--- config.mk ---
export PLATFORM = sky130hd
export DESIGN_NAME = pse_mul
export DESIGN_NICKNAME = d
export VERILOG_FILES = /design/src/pse_pkg.sv /design/src/pse_mul.sv
export SDC_FILE = /design/constraint.sdc
export NUM_CORES = 2
export LEC_CHECK = 0
export BUFFER_PORTS_ARGS = -buffer_cell sky130_fd_sc_hd__buf_2
export CAP_MARGIN = 20
export CORE_ASPECT_RATIO = 1.1
export CORE_UTILIZATION = 55
export CTS_CLUSTER_SIZE = 28
export DETAILED_ROUTE_END_ITERATION = 10
export PLACE_DENSITY_LB_ADDON = 0.3
export RECOVER_POWER = 25
export SKIP_CTS_REPAIR_TIMING = 1
export SYNTH_ARGS = -nofsm -noshare
export SYNTH_HDL_FRONTEND = slang
export SYNTH_SLANG_ARGS = --single-unit
--- constraint.sdc ---
create_clock -name clk -period 11.61 [get_ports clk]
set_input_delay 1.161 -clock clk [delete_from_list [all_inputs] [get_ports clk]]
set_output_delay 1.161 -clock clk [all_outputs]
set_load 0.005 [all_outputs]
--- src/pse_pkg.sv ---
// Shared types and constants for the postfix stack evaluator.
// No dependencies; every other file of the block refers to it by scoped names.
package pse_pkg;

    localparam int STACK_DEPTH = 32;
    localparam int ADDR_W      = $clog2(STACK_DEPTH);
    localparam int SP_W        = $clog2(STACK_DEPTH + 1);

    localparam int TQ_DEPTH = 4;
    localparam int TQ_PTR_W = $clog2(TQ_DEPTH);
    localparam int TQ_CNT_W = $clog2(TQ_DEPTH + 1);

    localparam logic [2:0] OP_PUSH = 3'd0;
    localparam logic [2:0] OP_ADD  = 3'd1;
    localparam logic [2:0] OP_SUB  = 3'd2;
    localparam logic [2:0] OP_MUL  = 3'd3;
    localparam logic [2:0] OP_DIV  = 3'd4;
    localparam logic [2:0] OP_POW  = 3'd5;

    localparam logic [1:0] ST_OK    = 2'd0;
    localparam logic [1:0] ST_UNDER = 2'd1;
    localparam logic [1:0] ST_OVER  = 2'd2;
    localparam logic [1:0] ST_DIVZ  = 2'd3;

    typedef enum logic [1:0] {
        KIND_PUSH,
        KIND_BINARY,
        KIND_NOP
    } kind_t;

    typedef struct packed {
        kind_t       kind;
        logic [2:0]  op;
        logic [63:0] value;
        logic        last;
    } token_t;

    typedef struct packed {
        logic        go;
        logic [63:0] x;
        logic [63:0] y;
    } arith_req_t;

    typedef struct packed {
        logic        done;
        logic [63:0] res;
    } mul_rsp_t;

    typedef struct packed {
        logic        done;
        logic [63:0] quo;
        logic [63:0] rem;
    } div_rsp_t;

endpackage

--- src/pse_mul.sv ---
// Iterative 64x64 multiplier, low 64 bits, one 32x32 product per cycle.
// Depends on pse_pkg.
module pse_mul (
    input  logic                 clk,
    input  logic                 rst_n,
    input  pse_pkg::arith_req_t  req,
    output pse_pkg::mul_rsp_t    rsp
);

    logic [63:0] x_reg;
    logic [63:0] y_reg;
    logic [63:0] prod_reg;
    logic [63:0] acc_reg;
    logic [1:0]  step_reg;
    logic        busy_reg;
    logic        done_reg;
    logic [31:0] mx;
    logic [31:0] my;
    logic [63:0] prod_full;

    // Phase 0: lo*lo, phase 1: lo*hi, phase 2: hi*lo; cross terms land shifted by 32.
    always_comb
    begin
        case (step_reg)
            2'd0:    begin mx = x_reg[31:0];  my = y_reg[31:0];  end
            2'd1:    begin mx = x_reg[31:0];  my = y_reg[63:32]; end
            default: begin mx = x_reg[63:32]; my = y_reg[31:0];  end
        endcase
    end

    // Full 64-bit product of two 32-bit halves.
    assign prod_full = mx * my;

    always_ff @(posedge clk)
    begin
        if (req.go)
        begin
            x_reg <= req.x;
            y_reg <= req.y;
        end
        if (busy_reg)
        begin
            prod_reg <= prod_full;
            case (step_reg)
                2'd0:    acc_reg <= acc_reg;
                2'd1:    acc_reg <= prod_reg;
                default: acc_reg <= acc_reg + {prod_reg[31:0], 32'd0};
            endcase
        end
    end

    always_ff @(posedge clk or negedge rst_n)
    begin
        if (!rst_n)
        begin
            step_reg <= '0;
            busy_reg <= 1'b0;
            done_reg <= 1'b0;
        end
        else
        begin
            done_reg <= 1'b0;
            if (req.go)
            begin
                busy_reg <= 1'b1;
                step_reg <= '0;
            end
            else if (busy_reg)
            begin
                step_reg <= step_reg + 1'b1;
                if (step_reg == 2'd3)
                begin
                    busy_reg <= 1'b0;
                    done_reg <= 1'b1;
                end
            end
        end
    end

    assign rsp.done = done_reg;
    assign rsp.res  = acc_reg;

endmodule

-- Word-level counts from Yosys, hierarchy flattened
Cells that the tools add are included.
- add/sub/neg operators: 2
- multipliers: 1
- equality and inequality tests: 2
- mux-type cells: 11
- bitwise operators: 1
- reduce and logical (&&, ||, !) cells: 4
- operators with widths (cell ; number):
    $pmux 64 s2 ; 1
    $add 64x64->64 ; 1
    $mul 32x32->64 ; 1
    $mux 32 ; 2
    $mux 1 ; 6
    $mux 2 ; 2
    $add 2x1->2 const B ; 1
    $eq 2x1->1 const B ; 1
    $eq 2x2->1 const B ; 1
    $logic_not 2->1 ; 1
    $reduce_and 2->1 ; 1
    $reduce_bool 2->1 ; 1
    $reduce_or 2->1 ; 1
    $not 1->1 ; 1
- flip-flop bits (word level): 260
- input port bits: 131
- output and inout bits: 65

-- Longest topological paths before layout
- word-level depth: 4
- mapped depth: 37
- depth with buffers taken out: 32

-- Worst setup path after synthesis
OpenSTA, ideal clock, no wires.
- kind: flip-flop to flip-flop
- from: register step_reg[0]
- to: register prod_reg[62], data pin
- setup time: 190 ps
- data arrival time: 8854 ps
- required time: 11420 ps
- slack: 2566 ps
- cell stages (with the launch flop): 32
- path buffers: 4
- cell sequence: dfrtp_1 -> ha_1 -> clkbuf_1 -> nor2_1 -> clkbuf_1 -> buf_2 -> mux2i_1 -> clkbuf_1 -> nor2_1 -> fa_1 -> fa_1 -> fa_1 -> inv_1 -> fa_1 -> inv_1 -> fa_1 -> inv_1 -> fa_1 -> inv_1 -> fa_1 -> fa_1 -> ha_1 -> nand4_1 -> nor4_1 -> nand4_1 -> and4_4 -> nor2_4 -> a41o_2 -> a31oi_4 -> o31ai_4 -> mux2i_1 -> a2111oi_2
- longest elaborated chain between the ends: 4
- elaborated cells between the ends (all ways): 6
- RTL lines (item ; RTL line ; text):
    start: declaration ; pse_mul.sv:14 ; logic [1:0] step_reg;
    start signal: assignment ; pse_mul.sv:70 ; step_reg <= step_reg + 1'b1;
    $eq 2x1->1 / $logic_not 2->1 (equally long branches) ; pse_mul.sv:24 ; case (step_reg)
    $reduce_or 2->1 (no source line) ; - ;
    $mux 32 ; pse_mul.sv:24 ;
    $mul 32x32->64 (*) ; pse_mul.sv:32 ; assign prod_full = mx * my;
    named net prod_full[62] ; pse_mul.sv:19 ; logic [63:0] prod_full;
    end signal: assignment ; pse_mul.sv:43 ; prod_reg <= prod_full;
    end: declaration ; pse_mul.sv:12 ; logic [63:0] prod_reg;
The timed path passes the listed nets; every way through them passes the cells marked *.
A chain may end at the register's enable or synchronous reset.

-- Worst setup path in the final report
- from: register step_reg[0]
- to: register prod_reg[56], data pin
Same word-level chain as after synthesis.

==> flow_metrics.py <==
metrics = {
    "floorplanning": {
        "dieHeight_um": 295,
        "pin_count": 196,
        "initial_core_util": 0.556,
        "die_x_um": 269,
        "core_region_area_mm2": 0.0775,
        "die_area_mm2": 0.0794,
        "rows": 107,
    },
    "clocking": {
        "clk_path_buf_depth": 3,
        "cts_tree": "done",
        "clock_latency_ns": 0.65,
        "cts.clk_slew.worst_paths_ns": 0.06,
        "root_buffer": "clkbuf_16",
        "cts_buffers": 31,
        "cts-htree-levels": 1,
        "cts.sinks": 260,
    },
    "sta": {
        "worst_slew_pin_slew_ns": 3.95,
        "slew_headroom": -1.63,
        "setup_viol": 0,
        "finalCritPeriodShare": 0.849,
        "rsz0062_at_grt": "false",
        "hold_viol": 0,
        "drv_slew": 72,
        "max_freq_ghz": 0.102,
        "worst_clock_skew_ns": 0.0420,
        "finalSetupTns_ns": 0,
        "final.min_clock_period_ns": 9.85,
    },
    "worst_setup_path": {
        "endpoint_kind": "flop",
        "cp_slowest_cell": "mux2i_2",
        "start_kind": "flop",
        "path_class": "reg2reg",
        "cp_top_family": "adder cells",
        "arrival_ns": 10.21,
        "worst-path-buf-inv": 5,
        "worst_ep_required_time_ns": 11.96,
        "worstPathMaxFanout": 64,
        "slowest_delay_ns": 1.03,
        "worst_path_most_repeated_cell": "fa_1",
    },
    "drt": {
        "wl_met3_um": 14400,
        "top_layer": "met5",
        "drt_iter0_drc": 2542,
        "wl_met2_um": 60900,
        "wirelength_um": 131000,
        "wl_per_cell_um": 23.7,
        "final_antenna_net_count": 0,
        "wl_met1_um": 45300,
        "dr_total_vias": 32100,
        "drc": 0,
        "via_per_inst": 5.78,
        "drt_first_pass_iters": 5,
    },
    "global_routing": {
        "grt_overflow": 0,
        "grtUsageTotal": 0.343,
        "grt_max_degree": 72,
        "grt_pass1_vias": 34200,
        "grt_antenna_before_repair": 4,
        "grt_pass1_wl_um": 199000,
    },
    "finish": {
        "final_cell_mix": "inv_1 (897), fa_1 (897), nor2_1 (614), nand2_1 (530), ha_1 (297)",
        "diodes": 0,
        "drive_gt1_frac": 0.102,
        "syn_to_final_growth_pct": 7.92,
        "nets": 5819,
    },
    "place": {
        "hpwl_um": 105000,
        "routabilityCongestion": 1.01,
        "port_buffers": 195,
    },
    "synth": {
        "ys_seq_area_frac": 0.181,
        "synth_area_leaders": "fa_1 (42%), edfxtp_1 (18%), ha_1 (8.7%)",
        "syn_inst": 4373,
        "ys_warn_count": 0,
        "synth_seq_cells": 260,
        "synth_top_area_frac": 0.417,
        "synth_nets": 5699,
        "yosysTopAreaCell": "fa_1",
        "syn-cell-area_mm2": 0.0431,
        "avgSynthCellArea_um2": 9.85,
        "ys_types": 69,
        "async_reset_ff_frac": 0.0154,
        "synth_edf_count": 256,
        "synth_ff_type": "edfxtp_1",
    },
    "status": {
        "status": "finished, violations left",
        "violations": "capacitance limit, slew limit",
    },
    "hold_path": {
        "min_path_type": "in2async",
    },
    "flow_run": {
        "drv_cap": 1,
    },
}
==> worst register-to-register path, delay by kind of cell, from the launching register on <==
family          cells  cell delay [ns]
xor+xnor            1             0.16
buf+inv             5             0.89
simple gates        6             1.05
fa+ha+maj          10             4.48
flops               1             0.47
mux                 1             1.30
compound gates      5             1.21
==> final cells by class <==
type	count	area [um^2]
clock buffer	33	783
clock inverter	24	243
fill	6449	31000
inverter	897	3370
multi-input combinational	3026	31400
sequential	260	7790
tap	1035	1290
timing repair buffer	277	1600
==> worst paths after layout <==
| kind | startpoint | endpoint | slack (ns) | cells after the start |
|---|---|---|---|---|
| setup / recovery | step_reg[0] | prod_reg[56] | 1.76 | 28 |
| hold / removal | rst_n | step_reg[0] | 0.39 | 1 |
| setup reg to reg | step_reg[0] | prod_reg[56] | 1.76 | 28 |
| hold reg to reg | prod_reg[50] | acc_reg[50] | 0.53 | 2 |
| max in group asynchronous | rst_n | busy_reg | 10.94 | 1 |
| min in group clk | prod_reg[50] | acc_reg[50] | 0.53 | 2 |
==> metal layers <==
metal | global-route usage | vias to the layer above
met5 | 0 | -
met4 | 0.237 | 4
met3 | 0.0920 | 521
met2 | 0.547 | 1795
met1 | 0.406 | 16200
li1 | - | 13500
==> synth_stat cells (34+ instances only) <==
cell and instances:
inv_1 897, ha_1 298, nor2_1 615, a21oi_1 88
mux2_2 67, o21ai_0 66, nand2_1 530, edfxtp_1 256
xnor2_1 55, and2_1 40, fa_1 897, xor2_1 34
clkbuf_1 168, mux2i_1 65, a21o_1 50
==> cells by family (layout without fill, tap and decap cells) <==
| logic type | Yosys count | count (layout) | share of synthesized area |
|---|---|---|---|
| compound gates | 317 | 317 | 0.0472 |
| xor+xnor | 89 | 89 | 0.0181 |
| fa+ha+maj | 1195 | 1195 | 0.504 |
| buf+inv | 1087 | 1231 | 0.0962 |
| flops | 260 | 260 | 0.181 |
| mux | 133 | 133 | 0.0329 |
| simple gates | 1292 | 1292 | 0.121 |
==> through the flow <==
step	setup WS [ns]	cell area [um^2]	std cells	hold WS [ns]	util
3_5_place_dp	2.02	45400	5494	0.508	0.586
5_1_grt	1.40	46500	5552	0.400	0.599
2_1_floorplan	2.57	43100	4373	0.498	-
3_3_place_gp	2.12	45400	5494	0.509	0.586
6_report	1.76	46500	5552	0.391	0.599
4_1_cts	1.94	46500	5551	0.316	0.600
Power is left out: the tool's default activity adds up to more than one toggle a clock period on the data nets, which glitch-free logic cannot reach.
