**src/pse_pkg.sv**
```systemverilog
// Shared types and constants for the postfix stack evaluator.
// No dependencies; every other file of the block refers to it by scoped names.
package pse_pkg;

    localparam int STACK_DEPTH = 32;
    localparam int ADDR_W      = $clog2(STACK_DEPTH);
    localparam int SP_W        = $clog2(STACK_DEPTH + 1);

    localparam int TQ_DEPTH = 4;
    localparam int TQ_PTR_W = $clog2(TQ_DEPTH);
    localparam int TQ_CNT_W = $clog2(TQ_DEPTH + 1);

    localparam logic [2:0] OP_PUSH = 3'd0;
    localparam logic [2:0] OP_ADD  = 3'd1;
    localparam logic [2:0] OP_SUB  = 3'd2;
    localparam logic [2:0] OP_MUL  = 3'd3;
    localparam logic [2:0] OP_DIV  = 3'd4;
    localparam logic [2:0] OP_POW  = 3'd5;

    localparam logic [1:0] ST_OK    = 2'd0;
    localparam logic [1:0] ST_UNDER = 2'd1;
    localparam logic [1:0] ST_OVER  = 2'd2;
    localparam logic [1:0] ST_DIVZ  = 2'd3;

    typedef enum logic [1:0] {
        KIND_PUSH,
        KIND_BINARY,
        KIND_NOP
    } kind_t;

    typedef struct packed {
        kind_t       kind;
        logic [2:0]  op;
        logic [63:0] value;
        logic        last;
    } token_t;

    typedef struct packed {
        logic        go;
        logic [63:0] x;
        logic [63:0] y;
    } arith_req_t;

    typedef struct packed {
        logic        done;
        logic [63:0] res;
    } mul_rsp_t;

    typedef struct packed {
        logic        done;
        logic [63:0] quo;
        logic [63:0] rem;
    } div_rsp_t;

endpackage

```
**src/pse_front.sv**
```systemverilog
// Front part: accepts items, classifies the opcode and queues tokens.
// Depends on pse_pkg.
module pse_front (
    input  logic                 clk,
    input  logic                 rst_n,
    input  logic                 push,
    output logic                 full,
    input  logic [2:0]           opcode,
    input  logic signed [63:0]   operand_value,
    input  logic                 last_token,
    output logic                 tok_empty,
    output pse_pkg::token_t      tok,
    input  logic                 tok_pop
);

    pse_pkg::token_t                 q_mem [pse_pkg::TQ_DEPTH];
    logic [pse_pkg::TQ_PTR_W-1:0]    wr_ptr_reg;
    logic [pse_pkg::TQ_PTR_W-1:0]    rd_ptr_reg;
    logic [pse_pkg::TQ_CNT_W-1:0]    cnt_reg;
    pse_pkg::token_t                 in_tok;
    logic                            do_wr;
    logic                            do_rd;

    always_comb
    begin
        in_tok.op    = opcode;
        in_tok.value = operand_value;
        in_tok.last  = last_token;
        case (opcode)
            pse_pkg::OP_PUSH: in_tok.kind = pse_pkg::KIND_PUSH;
            pse_pkg::OP_ADD,
            pse_pkg::OP_SUB,
            pse_pkg::OP_MUL,
            pse_pkg::OP_DIV,
            pse_pkg::OP_POW:  in_tok.kind = pse_pkg::KIND_BINARY;
            default:          in_tok.kind = pse_pkg::KIND_NOP;
        endcase
    end

    assign full      = (cnt_reg == pse_pkg::TQ_CNT_W'(pse_pkg::TQ_DEPTH));
    assign tok_empty = (cnt_reg == '0);
    assign tok       = q_mem[rd_ptr_reg];
    assign do_wr     = push && !full;
    assign do_rd     = tok_pop && !tok_empty;

    always_ff @(posedge clk)
    begin
        if (do_wr)
        begin
            q_mem[wr_ptr_reg] <= in_tok;
        end
    end

    always_ff @(posedge clk or negedge rst_n)
    begin
        if (!rst_n)
        begin
            wr_ptr_reg <= '0;
            rd_ptr_reg <= '0;
            cnt_reg    <= '0;
        end
        else
        begin
            if (do_wr)
            begin
                wr_ptr_reg <= wr_ptr_reg + 1'b1;
            end
            if (do_rd)
            begin
                rd_ptr_reg <= rd_ptr_reg + 1'b1;
            end
            if (do_wr && !do_rd)
            begin
                cnt_reg <= cnt_reg + 1'b1;
            end
            else if (do_rd && !do_wr)
            begin
                cnt_reg <= cnt_reg - 1'b1;
            end
        end
    end

endmodule

```
**config.mk**
```make
export PLATFORM = sky130hd
export DESIGN_NAME = pse_front
export DESIGN_NICKNAME = d
export VERILOG_FILES = /design/src/pse_pkg.sv /design/src/pse_front.sv
export SDC_FILE = /design/constraint.sdc
export NUM_CORES = 1
export LEC_CHECK = 0
export ABC_AREA = 1
export BUFFER_PORTS_ARGS = -buffer_cell sky130_fd_sc_hd__clkbuf_2
export CORE_MARGIN = 4
export CORE_UTILIZATION = 52
export CTS_CLUSTER_DIAMETER = 50
export CTS_CLUSTER_SIZE = 25
export DETAILED_ROUTE_END_ITERATION = 10
export PLACE_DENSITY = 0.83
export RECOVER_POWER = 100
export SYNTH_ARGS = -nofsm -noshare
export SYNTH_HDL_FRONTEND = slang
export SYNTH_SLANG_ARGS = --single-unit
```
**constraint.sdc**
```tcl
create_clock -name clk -period 4.1 [get_ports clk]
set_input_delay 0.205 -clock clk [delete_from_list [all_inputs] [get_ports clk]]
set_output_delay 0.205 -clock clk [all_outputs]
set_load 0.05 [all_outputs]
```
* Yosys cells after proc, flatten, opt, wreduce, memory -nomap -nowiden
Memory sizes are Yosys's and may differ from the RTL's.
Index checks and enable logic that the tools add are counted.
** Cells by class
- Multiplexer cells :: 5
- Reduce and logical (&&, ||, !) cells :: 12
- Equality and inequality tests :: 6
- $add $sub $neg :: 4
** Operator list (number)
- equality test 3 bit (second input constant) :: 3
- equality test 3 x 2 -> 1 bit (second input constant) :: 2
- logical NOT 3 bit :: 2
- two-way mux 3 bit :: 2
- OR reduction 5 bit :: 1
- adder 2 x 1 -> 2 bit (second input constant) :: 2
- logical AND 1 bit :: 4
- logical NOT 1 bit :: 4
- one-hot mux 2 bit (2 select lines) :: 1
- adder 3 x 1 -> 3 bit (second input constant) :: 1
- equality test 3 x 1 -> 1 bit (second input constant) :: 1
- subtractor 3 x 1 -> 3 bit (second input constant) :: 1
- two-way mux 1 bit :: 2
- nonzero test 2 bit :: 1
** Storage, ports and cells
- Logic and storage cells :: 31
- Memories :: 1
- Flip-flop bits (word level) :: 7
- Bits in writable memories :: 280
- Bits of input ports :: 72
- Output and inout port bits :: 72
** Memory list
- q_mem :: words 4, width 70, read ports 1, clocked after memory_dff 0, write ports 1, RTL line pse_front.sv:16 : pse_pkg::token_t q_mem [pse_pkg::TQ_DEPTH];

* Longest topological paths before layout
- Depth after elaboration :: 7
- Gate-level depth with buffers :: 12
- Depth with buffers taken out :: 12

* Least setup slack after synthesis
Ideal clock, no wire load.
- Path kind :: register to register
- Start point :: reg cnt_reg[0] (netlist bit)
- End point :: mem q_mem[0][0] (netlist bit), enable pin
- Period minus slack after synthesis :: 4.148 ns
- Arrival :: 3.650 ns
- Setup time :: 0.499 ns
- Path slack :: -0.048 ns
- Buffers on the path :: 0
- Data required time :: 3.601 ns
- Stages on the path, launching flop included :: 5
- Path through :: dfrtp_1 -> inv_1 -> nand3_1 -> nand2_1 -> nor2_1
** Between the ends
- Longest elaborated chain between the ends :: 5
** Ends and longest elaborated chain
- start: declaration :: RTL line pse_front.sv:19 : logic [pse_pkg::TQ_CNT_W-1:0] cnt_reg;
- start signal: assignment :: RTL line pse_front.sv:74 : cnt_reg <= cnt_reg + 1'b1;
- start signal: assignment :: RTL line pse_front.sv:78 : cnt_reg <= cnt_reg - 1'b1;
- equality test 3 bit :: RTL line pse_front.sv:40 : assign full = (cnt_reg == pse_pkg::TQ_CNT_W'(pse_pkg::TQ_DEPTH));
- logical NOT 1 bit :: RTL line pse_front.sv:43 : assign do_wr = push && !full;
- logical AND 1 bit :: RTL line pse_front.sv:43
- two-way mux 1 bit :: RTL line pse_front.sv:48 : if (do_wr)
- two-way mux 1 bit (implied by the code) :: RTL line pse_front.sv:50 : q_mem[wr_ptr_reg] <= in_tok;
- end: declaration :: RTL line pse_front.sv:16
Every way passes these cells.

==> summary.md <==
| Metric | Value |
|---|---|
| Crit. End Element | `output port` |
| DRC Markers | `0` |
| GR Overflow Total | `0` |
| Syn Std Cell Area | `about 12,000 sq um` |
| Proportion of layout cells with a drive suffix above 1 | `about 5.8%` |
| Routed via count | `7,094` |
| Vert. Die Dim | `158.1 um` |
| CTS Sinks | `287` |
| All-layer global routing usage | `between 10% and 20%` |
| Crit path largest cell delay | `1.27 ns` |
| Crit-path max FO | `72` |
| Status | `finished with violations` |
| RSZ-0062 raised after global routing | `no` |
| Nature of the critical path startpoint | `flip-flop` |
| Type of the worst setup path | `flip-flop to output port` |
| Vias/cell | `5.107` |
| Fin cells | `1,389` |
| Post-route clock period utilization | `81.75%` |
| Top achievable clock speed | `~300 MHz` |
| First-pass GRT wire length | `35,400 um` |
| Crit-path slowest cell | `clkbuf_2` |
| Max IR drop VDD | `between 0.3 and 0.4 mV` |
| IO Pins | `roughly 140` |
| Critical path depth in cells | `4` |
| Seq cells post-synth | `287` |
| Total of max-cap violations | `5` |
| Top delay family on crit path | `buffers and inverters` |
| Syn Area/Cell | `about 13 sq um` |
| Post-route ant nets | `0` |
| WP data arrival | `3.15 ns` |
| Initial antenna violation count | `2` |
| Syn nets | `960` |
| Slew margin rel. | `-37.49%` |
| Post-Place Worst Slack | `1.630 ns` |
| Cell count after synthesis | `882` |
| CP required | `3.89 ns` |
| Core area | `22,030 sq um` |
| WP buf/inv | `2` |
| Synth Area in Compound Gates | `9.012%` |
| CTS tree | `done` |
| CTS resizes | `0` |
| Synth Area in XOR/XNOR | `0.07475%` |
| Htree depth | `1` |
| Min Tclk post-route | `3.352 ns` |
| Pleak | `5.343 nW` |
| Finished Core Util | `63.03%` |
| Starting density of the core | `53.20%` |
| GPL Wtd Cong | `roughly 0.75` |
| Final HPWL DP | `about 13,000 um` |
| Pins over their slew limit | `~280` |
| Clock-pin slew on the worst setup and hold paths | `0.08 ns` |
| Clock tree buffer depth | `3` |
| Largest net degree at the start of global routing | `around 160` |
| Fin nets | `1,167` |
| Post-synthesis adder-cell area fraction | `0.7048%` |
| Initial drt markers | `519` |
| Worst R2R Path Depth | `5` |
| DRT Pass-1 Iters | `4` |
| CP Cell Sequence | `clkbuf_2, o211ai_1, nand2_1, clkbuf_1` |
| Area grow syn2layout | `18.47%` |
| Count of final hold-check violations | `0` |
| Root Driver | `clkbuf_16` |
| Setup ws final | `0.7482 ns` |
| Worst clock skew | `0.01236 ns` |
| Post-DR wirelength/cell | `16.59 um` |
| Synth cell types | `19` |
| Fill cells | `between 1,500 and 2,000` |
| Register area share after synthesis | `about three quarters` |
| Routed WL | `23,050 um` |
| Post-Synth Simple-Gate Area | `7.891%` |
| Max reg flops | `280` |
| CTS Buf Count | `25` |
| Row Count | `54` |
| Post-CTS Setup Inserts | `0` |
| Hold Path Class | `primary input to asynchronous set/reset pin` |
| Synth Warn # | `0` |
| Area taken by flip-flops and latches | `8584 sq um` |
| Violated checks | `capacitance limit, slew limit` |
| Worst Tran Pin Value | `2.062 ns` |
| Multi-input gate area | `2097 sq um` |
| Post-placement cell count | `about 1,300` |
| Die width | `158.1 um` |
| Mux cell area share after synthesis | `0%` |
| Number of global-route vias before repair | `~7,000` |
| PD cells | `802.6 nW/um^2` |
| # port buffers | `143` |
| Skew-Pair Late Insertion Delay | `0.52 ns` |
| Die area | `25,000 sq um` |
| Largest family of logic cells by synthesized area | `buffers and inverters` |
| Final setup viols | `0` |
[worst reg2reg max path, stage by stage, from the launching register on]
cell	delay, ns
dfrtp_1	0.42
inv_1	0.08
nand3_1	0.14
nand2_1	0.28
nor2_4	0.62
dlymetal6s4s_1	1.33
[final timing paths]
path | endpoint | startpoint | slack, ns
min in group clk | q_mem[3][1] | operand_value[0] | 0.47
worst max register to register | q_mem[2][60] | cnt_reg[0] | 0.82
worst min register to register | cnt_reg[2] | cnt_reg[2] | 0.52
worst min-delay path | cnt_reg[2] | rst_n | 0.15
worst max-delay path | tok[12] | rd_ptr_reg[1] | 0.75
max in group asynchronous | rd_ptr_reg[1] | rst_n | 3.63
[Yosys cell counts]
cell,instances,area share (%)
edfxtp_1,280,72
o211ai_1,140,9.0
fa_1,1,0.17
nor2_1,5,0.16
inv_2,2,0.064
buf_4,7,0.45
o21ai_0,1,0.043
nor3_1,1,0.043
clkbuf_8,10,1.2
inv_1,156,5.0
nand3_1,7,0.30
buf_2,7,0.30
ha_1,5,0.53
nand2_1,229,7.3
buf_6,21,2.0
nand4_1,1,0.053
clkbuf_4,1,0.064
dfrtp_1,7,1.5
xnor2_1,1,0.075
[through the flow]
stage               instance area, sq um  setup TNS [ns]  total power [mW]  hold WS [ns]
global placement                   12470               0             8.730       0.04972
CTS                                14080               0             11.35       0.06846
finish                             13880               0             11.14        0.1503
global route                       13880               0             11.72        0.1776
detailed placement                 12470               0             8.853       0.05997
floorplan                          11720          -13.54             7.994      -0.09059
[timing repair]
action,CTS,global route
endpoints found under the hold margin,283,0
hold buffers,71,0
setup endpoints to repair,0,0
[where the power goes]
part	leakage (nW)	switching (mW)	internal, mW
clock	0.426	1.22	1.24
combinational	2.27	3.76	0.892
sequential	2.65	0.150	3.88
total	5.34	5.13	6.01
[layout by cell type (no fill, tap or decap), drive strengths merged]
cell type / synthesis / routed
nor2: 5 / 5
buf: 35 / 7
nand4: 1 / 1
clkbuf: 11 / 172
nor3: 1 / 1
nand3: 7 / 7
o211ai: 140 / 140
diode: 0 / 2
clkinvlp: 0 / 2
edfxtp: 280 / 280
xnor2: 1 / 1
o21ai: 1 / 1
dlymetal6s4s: 0 / 1
ha: 5 / 5
dlygate4sd3: 0 / 71
dfrtp: 7 / 7
inv: 158 / 168
fa: 1 / 1
nand2: 229 / 229
clkinv: 0 / 8
[kinds of logic (layout without fill, tap and decap cells)]
group | Yosys count | in the layout
simple gates | 243 | 243
compound gates | 141 | 141
fa+ha+maj | 6 | 6
buf+inv | 204 | 429
other cells | 0 | 2
xor+xnor | 1 | 1
flops | 287 | 287
[per-layer routing]
| layer | part of all wire [%] | vias up | track usage, % |
|---|---|---|---|
| met5 | 0.056 | - | 0 |
| met4 | 1.8 | 2 | 4.915 |
| met3 | 5.8 | 37 | 3.034 |
| met2 | 51 | 199 | 32.86 |
| met1 | 42 | 3376 | 22.31 |
| li1 | - | 3480 | - |
[final cells by class]
class	instances	area share [%]
well taps	280	2.524
flip-flops and latches	287	61.84
diodes	2	0.03605
multi-input cells	391	15.11
repair buffers	226	9.707
inverters	158	4.326
clock inverters	20	1.956
clock buffers	25	4.507
Power figures use the tool's default switching activity.
