$ cat src/pse_pkg.sv
// Shared types and constants for the postfix stack evaluator.
// No dependencies; every other file of the block refers to it by scoped names.
package pse_pkg;

    localparam int STACK_DEPTH = 32;
    localparam int ADDR_W      = $clog2(STACK_DEPTH);
    localparam int SP_W        = $clog2(STACK_DEPTH + 1);

    localparam int TQ_DEPTH = 4;
    localparam int TQ_PTR_W = $clog2(TQ_DEPTH);
    localparam int TQ_CNT_W = $clog2(TQ_DEPTH + 1);

    localparam logic [2:0] OP_PUSH = 3'd0;
    localparam logic [2:0] OP_ADD  = 3'd1;
    localparam logic [2:0] OP_SUB  = 3'd2;
    localparam logic [2:0] OP_MUL  = 3'd3;
    localparam logic [2:0] OP_DIV  = 3'd4;
    localparam logic [2:0] OP_POW  = 3'd5;

    localparam logic [1:0] ST_OK    = 2'd0;
    localparam logic [1:0] ST_UNDER = 2'd1;
    localparam logic [1:0] ST_OVER  = 2'd2;
    localparam logic [1:0] ST_DIVZ  = 2'd3;

    typedef enum logic [1:0] {
        KIND_PUSH,
        KIND_BINARY,
        KIND_NOP
    } kind_t;

    typedef struct packed {
        kind_t       kind;
        logic [2:0]  op;
        logic [63:0] value;
        logic        last;
    } token_t;

    typedef struct packed {
        logic        go;
        logic [63:0] x;
        logic [63:0] y;
    } arith_req_t;

    typedef struct packed {
        logic        done;
        logic [63:0] res;
    } mul_rsp_t;

    typedef struct packed {
        logic        done;
        logic [63:0] quo;
        logic [63:0] rem;
    } div_rsp_t;

endpackage

$ cat src/pse_div.sv
// Restoring unsigned 64-bit divider, one quotient bit per cycle.
// Depends on pse_pkg.
module pse_div (
    input  logic                 clk,
    input  logic                 rst_n,
    input  pse_pkg::arith_req_t  req,
    output pse_pkg::div_rsp_t    rsp
);

    logic [63:0] rem_reg;
    logic [63:0] quo_reg;
    logic [63:0] den_reg;
    logic [6:0]  cnt_reg;
    logic        done_reg;
    logic [64:0] shifted;
    logic [64:0] diff;

    assign shifted = {rem_reg, quo_reg[63]};
    assign diff    = shifted - {1'b0, den_reg};

    always_ff @(posedge clk)
    begin
        if (req.go)
        begin
            rem_reg <= '0;
            quo_reg <= req.x;
            den_reg <= req.y;
        end
        else if (cnt_reg != '0)
        begin
            if (!diff[64])
            begin
                rem_reg <= diff[63:0];
                quo_reg <= {quo_reg[62:0], 1'b1};
            end
            else
            begin
                rem_reg <= shifted[63:0];
                quo_reg <= {quo_reg[62:0], 1'b0};
            end
        end
    end

    always_ff @(posedge clk or negedge rst_n)
    begin
        if (!rst_n)
        begin
            cnt_reg  <= '0;
            done_reg <= 1'b0;
        end
        else
        begin
            done_reg <= 1'b0;
            if (req.go)
            begin
                cnt_reg <= 7'd64;
            end
            else if (cnt_reg != '0)
            begin
                cnt_reg <= cnt_reg - 1'b1;
                if (cnt_reg == 7'd1)
                begin
                    done_reg <= 1'b1;
                end
            end
        end
    end

    assign rsp.done = done_reg;
    assign rsp.quo  = quo_reg;
    assign rsp.rem  = rem_reg;

endmodule

$ cat config.mk
export PLATFORM = sky130hd
export DESIGN_NAME = pse_div
export DESIGN_NICKNAME = d
export VERILOG_FILES = /design/src/pse_pkg.sv /design/src/pse_div.sv
export SDC_FILE = /design/constraint.sdc
export NUM_CORES = 1
export LEC_CHECK = 0
export ABC_AREA = 1
export BUFFER_PORTS_ARGS = -buffer_cell sky130_fd_sc_hd__buf_2
export CAP_MARGIN = 20
export CORE_ASPECT_RATIO = 1.4
export CORE_UTILIZATION = 53
export CTS_BUF_LIST = sky130_fd_sc_hd__clkbuf_8
export CTS_CLUSTER_SIZE = 20
export DETAILED_ROUTE_END_ITERATION = 8
export GPL_TIMING_DRIVEN = 0
export PLACE_DENSITY = 0.86
export SLEW_MARGIN = 40
export SYNTH_ARGS = -nofsm -noshare
export SYNTH_HDL_FRONTEND = slang
export SYNTH_SLANG_ARGS = --single-unit
$ cat constraint.sdc
create_clock -name clk -period 3.2 [get_ports clk]
set_clock_uncertainty 0.15 [all_clocks]
set_input_delay 0.32 -clock clk [delete_from_list [all_inputs] [get_ports clk]]
set_output_delay 0.32 -clock clk [all_outputs]
set_load 0.02 [all_outputs]
Word-level counts from Yosys, hierarchy flattened
Cells that the tools add are included.
- bits of input ports: 131
- register bits: 200
- word-level logic and storage cells: 19
- muxes and demuxes: 9
- equal/unequal tests: 1
- reductions and logical operators: 2
- add/subtract/negate cells: 2
- operator list (operator ; count):
    two-way mux 64 bit ; 3
    subtractor 65 x 64 -> 65 bit ; 1
    two-way mux 7 bit ; 2
    equality test 7 x 1 -> 1 bit, second input constant ; 1
    nonzero test 7 bit ; 1
    subtractor 7 x 1 -> 7 bit, second input constant ; 1
    two-way mux 1 bit ; 4
    nonzero test 2 bit ; 1

Depth between registers and ports, before layout
Gate-level depths: netlist of run 1.
- depth after elaboration: 4
- depth in mapped cells: 21

Worst setup path after synthesis of run 1
Ideal clock, no wire load.
- path kind: register to register
- start point: register cnt_reg[0]
- end point: register quo_reg[0] (enable)
- cell stages (with the launch flop): 8
- data arrival time: 2259 ps
- period minus slack after synthesis: 3104 ps
- slack: 96 ps
- required time: 2355 ps
- library setup time: 695 ps
- cells stage by stage: dfrtp_1 -> inv_1 -> ha_1 -> nand2_1 -> inv_1 -> nand2_1 -> nor2_1 -> nand2_1
- longest elaborated chain between the ends: 2
- ends and longest elaborated chain (item ; line ; text):
    start: declaration ; pse_div.sv:13 ; logic [6:0] cnt_reg;
    start signal: assignment ; pse_div.sv:60 ; cnt_reg <= cnt_reg - 1'b1;
    nonzero test 7 bit ; pse_div.sv:29 ; else if (cnt_reg != '0)
    nonzero test 2 bit (no source line) ; - ;
    end signal: assignment ; pse_div.sv:26 ; quo_reg <= req.x;
    end signal: assignment ; pse_div.sv:34 ; quo_reg <= {quo_reg[62:0], 1'b1};
    end signal: assignment ; pse_div.sv:39 ; quo_reg <= {quo_reg[62:0], 1'b0};
    end: declaration ; pse_div.sv:11 ; logic [63:0] quo_reg;
Every way passes these cells.
A chain may end at the register's enable or synchronous reset.

Worst setup path in the final report of run 1
- start point: register quo_reg[63]
- end point: register rem_reg[31]
- longest elaborated chain between the ends: 2
- ends and longest elaborated chain (item ; line ; text):
    subtractor 65 x 64 -> 65 bit ; pse_div.sv:19 ; assign diff = shifted - {1'b0, den_reg};
    two-way mux 64 bit ; pse_div.sv:31 ; if (!diff[64])
    end signal: assignment ; pse_div.sv:33 ; rem_reg <= diff[63:0];
    end signal: assignment ; pse_div.sv:38 ; rem_reg <= shifted[63:0];
    end: declaration ; pse_div.sv:10 ; logic [63:0] rem_reg;
Every way passes these cells.

==> flow_summary.ini, run 1 <==
[synthesis]
syn_nets = 2542
yosysTopAreaCell = edfxtp_1
synth-seq-area-share_pct = 35.7
synth_area_leaders = edfxtp_1, nand2_1, inv_1
syn_avg_cell_area_um2 = 6.36
ys.warnings.count = 0
synth_cell_types = 39
synth-main-ff-cell = edfxtp_1
yosys_register_bits = 200
async_flop_share_pct = 4.00
synth_edf_count = 128
netlist_area_um2 = 14900
syn-instance-count = 2344
synth_top_area_share_pct = 25.8

[routing]
dr.pass1.iters = 8
wl_um = 57700
ant_nets = 0
routed_via_density = 5.23
vias = 16400
route.detailed.drc = 0
drt-initial-drc-count = 1230
wl_per_cell_um = 18.4

[setup_path]
worstPathRequired_ns = 3.53
rr_startpoint = quo_reg[63]
worst_setup_path_end_kind = flop
cp-startpoint = quo_reg[63]
crit_arrival_ns = 3.42
crit_type = reg -> reg
worstPathMaxFanout = 10
startpoint_type = flop

[timing]
max_freq_ghz = 0.324
hold_viol = 0
fin_hold_ws_ns = 0.107
worst_pin_slew_ns = 0.703
fin_crit_sh_pct = 96.5
finalSetupViolCount = 0
period_needed_ns = 3.09
slew-limit-headroom_pct = 53.1
slew_viol_final = 0
rsz0062_at_grt = true
final.setup.worst_slack_ns = 0.110

[pwr]
switchingPower_mw = 4.48
vdd_ir_drop_max_mv = 0.354
power.density_nw_per_um2 = 524
p_sw_share_pct = 46.2
p_total_mw = 9.71
seq_power_share_pct = 35.6
comb_power_share_pct = 46.0
internal_power_mw = 5.23
pwr-share-clk_pct = 18.4
p_leak_nw = 10.9

[global_route]
antenna_found_initial = 0
overflow = 0
grtUsageTotal_pct = 40.5
grt_max_degree = 47
grt_pass1_vias = 15900
grt_pass1_wl_um = 85900

[clock_tree]
clockBufferDepth = 2
insertion_delay_ns = 0.55
h-tree-depth = 4
cts-root-buf = clkbuf_8
clk_pin_slew_ns = 0.12
cts_sinks = 200
cts_made_buffers = 17
cts_tree = yes

[floorplan]
die_h_um = 200
initial_core_util_pct = 53.9
num_rows = 72
die_w_um = 144
io_pins = 260
core-area_um2 = 27700
dieArea_um2 = 28800

[finish]
most-common-layout-cells = nand2_1, inv_1, buf_2
diodes = 0
layout_commonest_cell = nand2_1
drive_above_1_share_pct = 13.9
fillers = 2396
fin_util_pct = 67.0
instances_no_fill = 3141
nets = 2956
syn2layout_area_growth_pct = 24.4

[place]
place.detailed.hpwl_um = 42900
finalWeightedCongestion = 1.08
place_worst_setup_slack_ns = -0.0202
io_buffers = 259
dp_cells = 2975

[status]
status = complete, no violations

[min_path]
hold_class = in -> reg
hp-start = req[128]

[run]
drv_cap = 0
[worst paths after layout]
check	endpoint	slack, ns	cells after the start
max	rem_reg[31]	0.11	21
max reg2reg	rem_reg[31]	0.11	21
min in group asynchronous	cnt_reg[0]	0.59	3
min	den_reg[19]	0.11	1
max in group asynchronous	cnt_reg[2]	2.03	3
min reg2reg	cnt_reg[5]	0.33	1
[area by class of cell]
class / instances / area, µm² / share of cell area (%)
timing repair buffer: 395 / 2670 / 14.4
inverter: 459 / 1720 / 9.29
buffer: 55 / 349 / 1.88
tap: 370 / 463 / 2.50
multi-input combinational: 1630 / 7580 / 40.9
sequential: 200 / 5330 / 28.7
clock buffer: 17 / 234 / 1.26
clock inverter: 15 / 196 / 1.06
[critical path, stage by stage, from the launching register on]
cell      delay [ns]
edfxtp_1        0.41
inv_1           0.06
ha_1            0.23
fa_2            0.38
inv_1           0.10
nand2_1         0.06
nand2_1         0.07
nand3_1         0.09
nand2_2         0.12
nand2_1         0.07
nand2_2         0.11
nand2_2         0.07
nand2_2         0.10
nand2_4         0.09
nand2_4         0.10
nand2_4         0.14
nand2_8         0.15
buf_8           0.17
nand2_1         0.07
nand3_1         0.15
nand2_1         0.07
inv_1           0.05
[what timing repair did]
| action | 4_1_cts | 5_1_grt |
|---|---|---|
| buffers inserted | 0 | 4 |
| hold buffers | 130 | 0 |
| pin swaps | 0 | 2 |
| setup endpoints to repair | 11 | 65 |
| endpoints found under the hold margin | 136 | 0 |
| resized for setup | 3 | 26 |
[synth_stat cells, types with 19 or more instances]
cell	number
o21ai_0	19
nand3_1	179
ha_1	66
a21oi_1	51
nand2_1	950
edfxtp_1	128
xor2_1	22
clkbuf_1	30
nor2_1	236
inv_1	451
dfxtp_1	64
nand3_2	21
[per-stage QoR]
step | area (µm²) | setup TNS, ns
6_report | 18500 | 0
5_1_grt | 18500 | -0.0602
4_1_cts | 18500 | 0
3_5_place_dp | 16700 | -0.118
3_3_place_gp | 16700 | -184.06
2_1_floorplan | 14900 | 0
[cell families (layout without fill, tap and decap cells)]
logic type / Yosys count / after routing / share of synthesized area, %
compound gates: 75 / 75 / 2.67
fa+ha+maj: 67 / 67 / 5.68
xor+xnor: 23 / 23 / 1.35
buf+inv: 514 / 941 / 13.7
flops: 200 / 200 / 35.7
simple gates: 1465 / 1465 / 40.9
[power by group through the flow]
stage | Clock [mW] | Sequential, mW | Combinational [mW]
final | 1.78 | 3.46 | 4.47
after global routing | 1.85 | 3.49 | 4.87
after CTS | 1.76 | 3.43 | 4.31
after detailed placement | 0 | 3.48 | 4.16
after global placement | 0 | 3.48 | 4.07
after floorplan | 0 | 3.74 | 2.48
[metal layers]
layer  vias up  wire [µm]  GRT usage, %
met2       905      28800          72.0
met4         0       4780          30.8
met1      7320      20200          42.2
met3       238       3890          6.14
met5         -          0             0
li1       7958          -             -
(Power assumes the default switching activity.)
==> inputs of run 2 (changes only) <==
Settings changed: ABC_AREA 1 to not set, CORE_UTILIZATION 53 to 52, PLACE_DENSITY 0.86 to 0.87.
==> run 2 against run 1 <==
Effect of this change: the run now ends with setup timing left; sequential cell count is the same; fmax decreased by 6.5%; clock power barely moved; sequential share of layout area increased by 2.8 points; synthesized cell count shrank 45%; power up 48%; area after synthesis is 17% lower; combinational power rose by 91%; critical path type unchanged; first-iteration DRC count is 12% lower; register-to-register slack worse by 0.22 ns; largest power group unchanged.
==> flow_summary.ini, run 2 <==
[clock_tree]
insertion_delay_ns = 0.50
clockBufferDepth = 2
cts_tree = yes
cts-root-buf = clkbuf_8
clk_pin_slew_ns = 0.11
cts_sinks = 200
h-tree-depth = 4
cts_made_buffers = 17

[setup_path]
startpoint_type = flop
crit_type = reg -> reg
worst_setup_path_end_kind = flop
crit_end = rem_reg[57]
critPathSlowestCell = or4_4
crit_arrival_ns = 3.56
reg2reg_slack_ns = -0.11
slowest_delay_ns = 0.55
r2r_cells = 12
crit_chain = inv_2 > ha_4 > a21oi_2 > nand2_1 > o211ai_1 > buf_4 > a31oi_4 > a211oi_4 > or3_4 > a2111oi_2 > or4_4 > a211oi_2
worstPathMaxFanout = 6
worstPathRequired_ns = 3.46
rr_startpoint = den_reg[6]
cp-startpoint = den_reg[6]
r2r_end = rem_reg[57]

[timing]
period_needed_ns = 3.31
finalSetupViolCount = 34
hold_viol = 0
fin_crit_sh_pct = 103
slew_viol_final = 0
max_freq_ghz = 0.303
tns_ns = -1.50
slew-limit-headroom_pct = 39.5
rsz0062_at_grt = true
final.setup.worst_slack_ns = -0.105
worst_pin_slew_ns = 0.908

[pwr]
p_total_mw = 14.3
vdd_ir_drop_max_mv = 0.383
p_sw_share_pct = 46.8
seq_power_share_pct = 28.1
power.density_nw_per_um2 = 848
comb_power_share_pct = 59.5
pwr-share-clk_pct = 12.5
p_leak_nw = 7.39
internal_power_mw = 7.63
switchingPower_mw = 6.70

[global_route]
overflow = 0
met2_usage_pct = 62.5
grt_use_met3_pct = 6.73
use_met1_pct = 38.7
grt_pass1_vias = 12500
busiest_layer = met2
grtUsageTotal_pct = 35.5
grt_max_degree = 41
antenna_found_initial = 0
grt_pass1_wl_um = 66200

[synthesis]
yosys-top-cells-count = nand2_1, edfxtp_1, nor2_1, inv_1, a21oi_1
ys.warnings.count = 0
syn_nets = 1498
yosysTopAreaCell = edfxtp_1
netlist_area_um2 = 12300
synth_top_area_share_pct = 31.2
synth_area_leaders = edfxtp_1, dfxtp_1, ha_1
synth_cell_types = 81
async_flop_share_pct = 4.00
yosysMostFrequentCell = nand2_1
yosys_register_bits = 200
synth_edf_count = 128
syn_avg_cell_area_um2 = 9.46
synth-main-ff-cell = edfxtp_1
syn-instance-count = 1300
synth-seq-area-share_pct = 43.3

[routing]
routed_via_density = 6.12
route.detailed.drc = 0
wl_um = 45100
vias = 12600
dr.pass1.iters = 8
wl_per_cell_um = 21.9
ant_nets = 0
drt-initial-drc-count = 1081

[place]
place.detailed.hpwl_um = 29900
io_buffers = 259
finalWeightedCongestion = 0.963

[run]
drv_cap = 0

[floorplan]
io_pins = 260
core-area_um2 = 23200
die_h_um = 184
dieArea_um2 = 24300
initial_core_util_pct = 53.0
num_rows = 66
die_w_um = 132

[finish]
drive_above_1_share_pct = 32.2
nets = 1935
most-common-layout-cells = buf_2, nand2_1, edfxtp_1
layout_commonest_cell = buf_2
fin_util_pct = 72.9
diodes = 0
syn2layout_area_growth_pct = 37.5

[status]
status = finished with violations
violations = setup timing

[min_path]
hold_class = in -> reg
run 2: repair_timing:
item / CTS / global route
gates resized for setup: 64 / 148
buffers inserted: 19 / 20
cloned: 2 / 0
setup endpoints to repair: 65 / 65
hold buffers: 121 / 1
pin swaps: 27 / 68
hold endpoints to repair: 128 / 1
run 2: how the worst min path moves through the flow:
| stage | from | endpoint | slack [ns] | cells after the start |
|---|---|---|---|---|
| final | req[86] | quo_reg[22] | 0.02 | 2 |
| after global routing | req[86] | quo_reg[22] | 0.007 | 2 |
| after CTS | req[116] | quo_reg[52] | 0.0001 | 2 |
| after detailed placement | rst_n | cnt_reg[0] | 0.03 | 1 |
| after global placement | rst_n | cnt_reg[0] | 0.02 | 1 |
| after floorplan | rst_n | cnt_reg[0] | -0.13 | 0 |
run 2: logic make-up after synthesis:
family | after synthesis | share of synthesized area, %
AOI/OAI and AO/OA | 342 | 19.2
xor gates and xnor gates | 42 | 2.99
adders and majority gates | 67 | 6.87
buffers and inverters | 158 | 5.39
DFF | 200 | 43.3
muxes | 73 | 6.58
and+or+nand+nor | 418 | 15.7
run 2: routing by layer:
metal | wire length, µm | vias to the layer above
li1 | - | 5646
met1 | 15600 | 5887
met2 | 22200 | 809
met3 | 3950 | 243
met4 | 3310 | 0
met5 | 0 | -
run 2: power groups by stage:
stage	Clock, mW	Combinational (mW)	Sequential [mW]
3_5_place_dp	0	6.73	4.00
5_1_grt	1.88	9.04	4.08
2_1_floorplan	0	4.20	4.48
6_report	1.79	8.53	4.02
3_3_place_gp	0	6.60	3.99
4_1_cts	1.78	7.38	3.96
run 2: final cells by class:
cell class	count	area, µm²
Clock inverter	14	168
Timing Repair Buffer	424	2930
Tap cell	306	383
Multi-Input combinational cell	942	7110
Sequential cell	200	5330
Inverter	96	363
Buffer	56	383
Fill cell	1598	6290
Clock buffer	18	248
run 2: through the flow:
step / setup slack [ns] / hold WS (ns) / instances / cell area, µm²
3_3_place_gp: -1.46 / 0.0182 / 1865 / 14000
3_5_place_dp: -0.514 / 0.0273 / 1867 / 14000
4_1_cts: -0.112 / 0.000131 / 2040 / 16100
5_1_grt: -0.203 / 0.00677 / 2056 / 16900
2_1_floorplan: 0.0435 / -0.126 / 1300 / 12300
6_report: -0.105 / 0.0199 / 2056 / 16900
run 2: worst max-delay path: cells and delay by family (launching register included):
kind,cells,cell delay [ns]
buffers and inverters,2,0.28
DFF,1,0.44
and+or+nand+nor,3,0.90
AOI/OAI and AO/OA,6,1.24
adders and majority gates,1,0.22
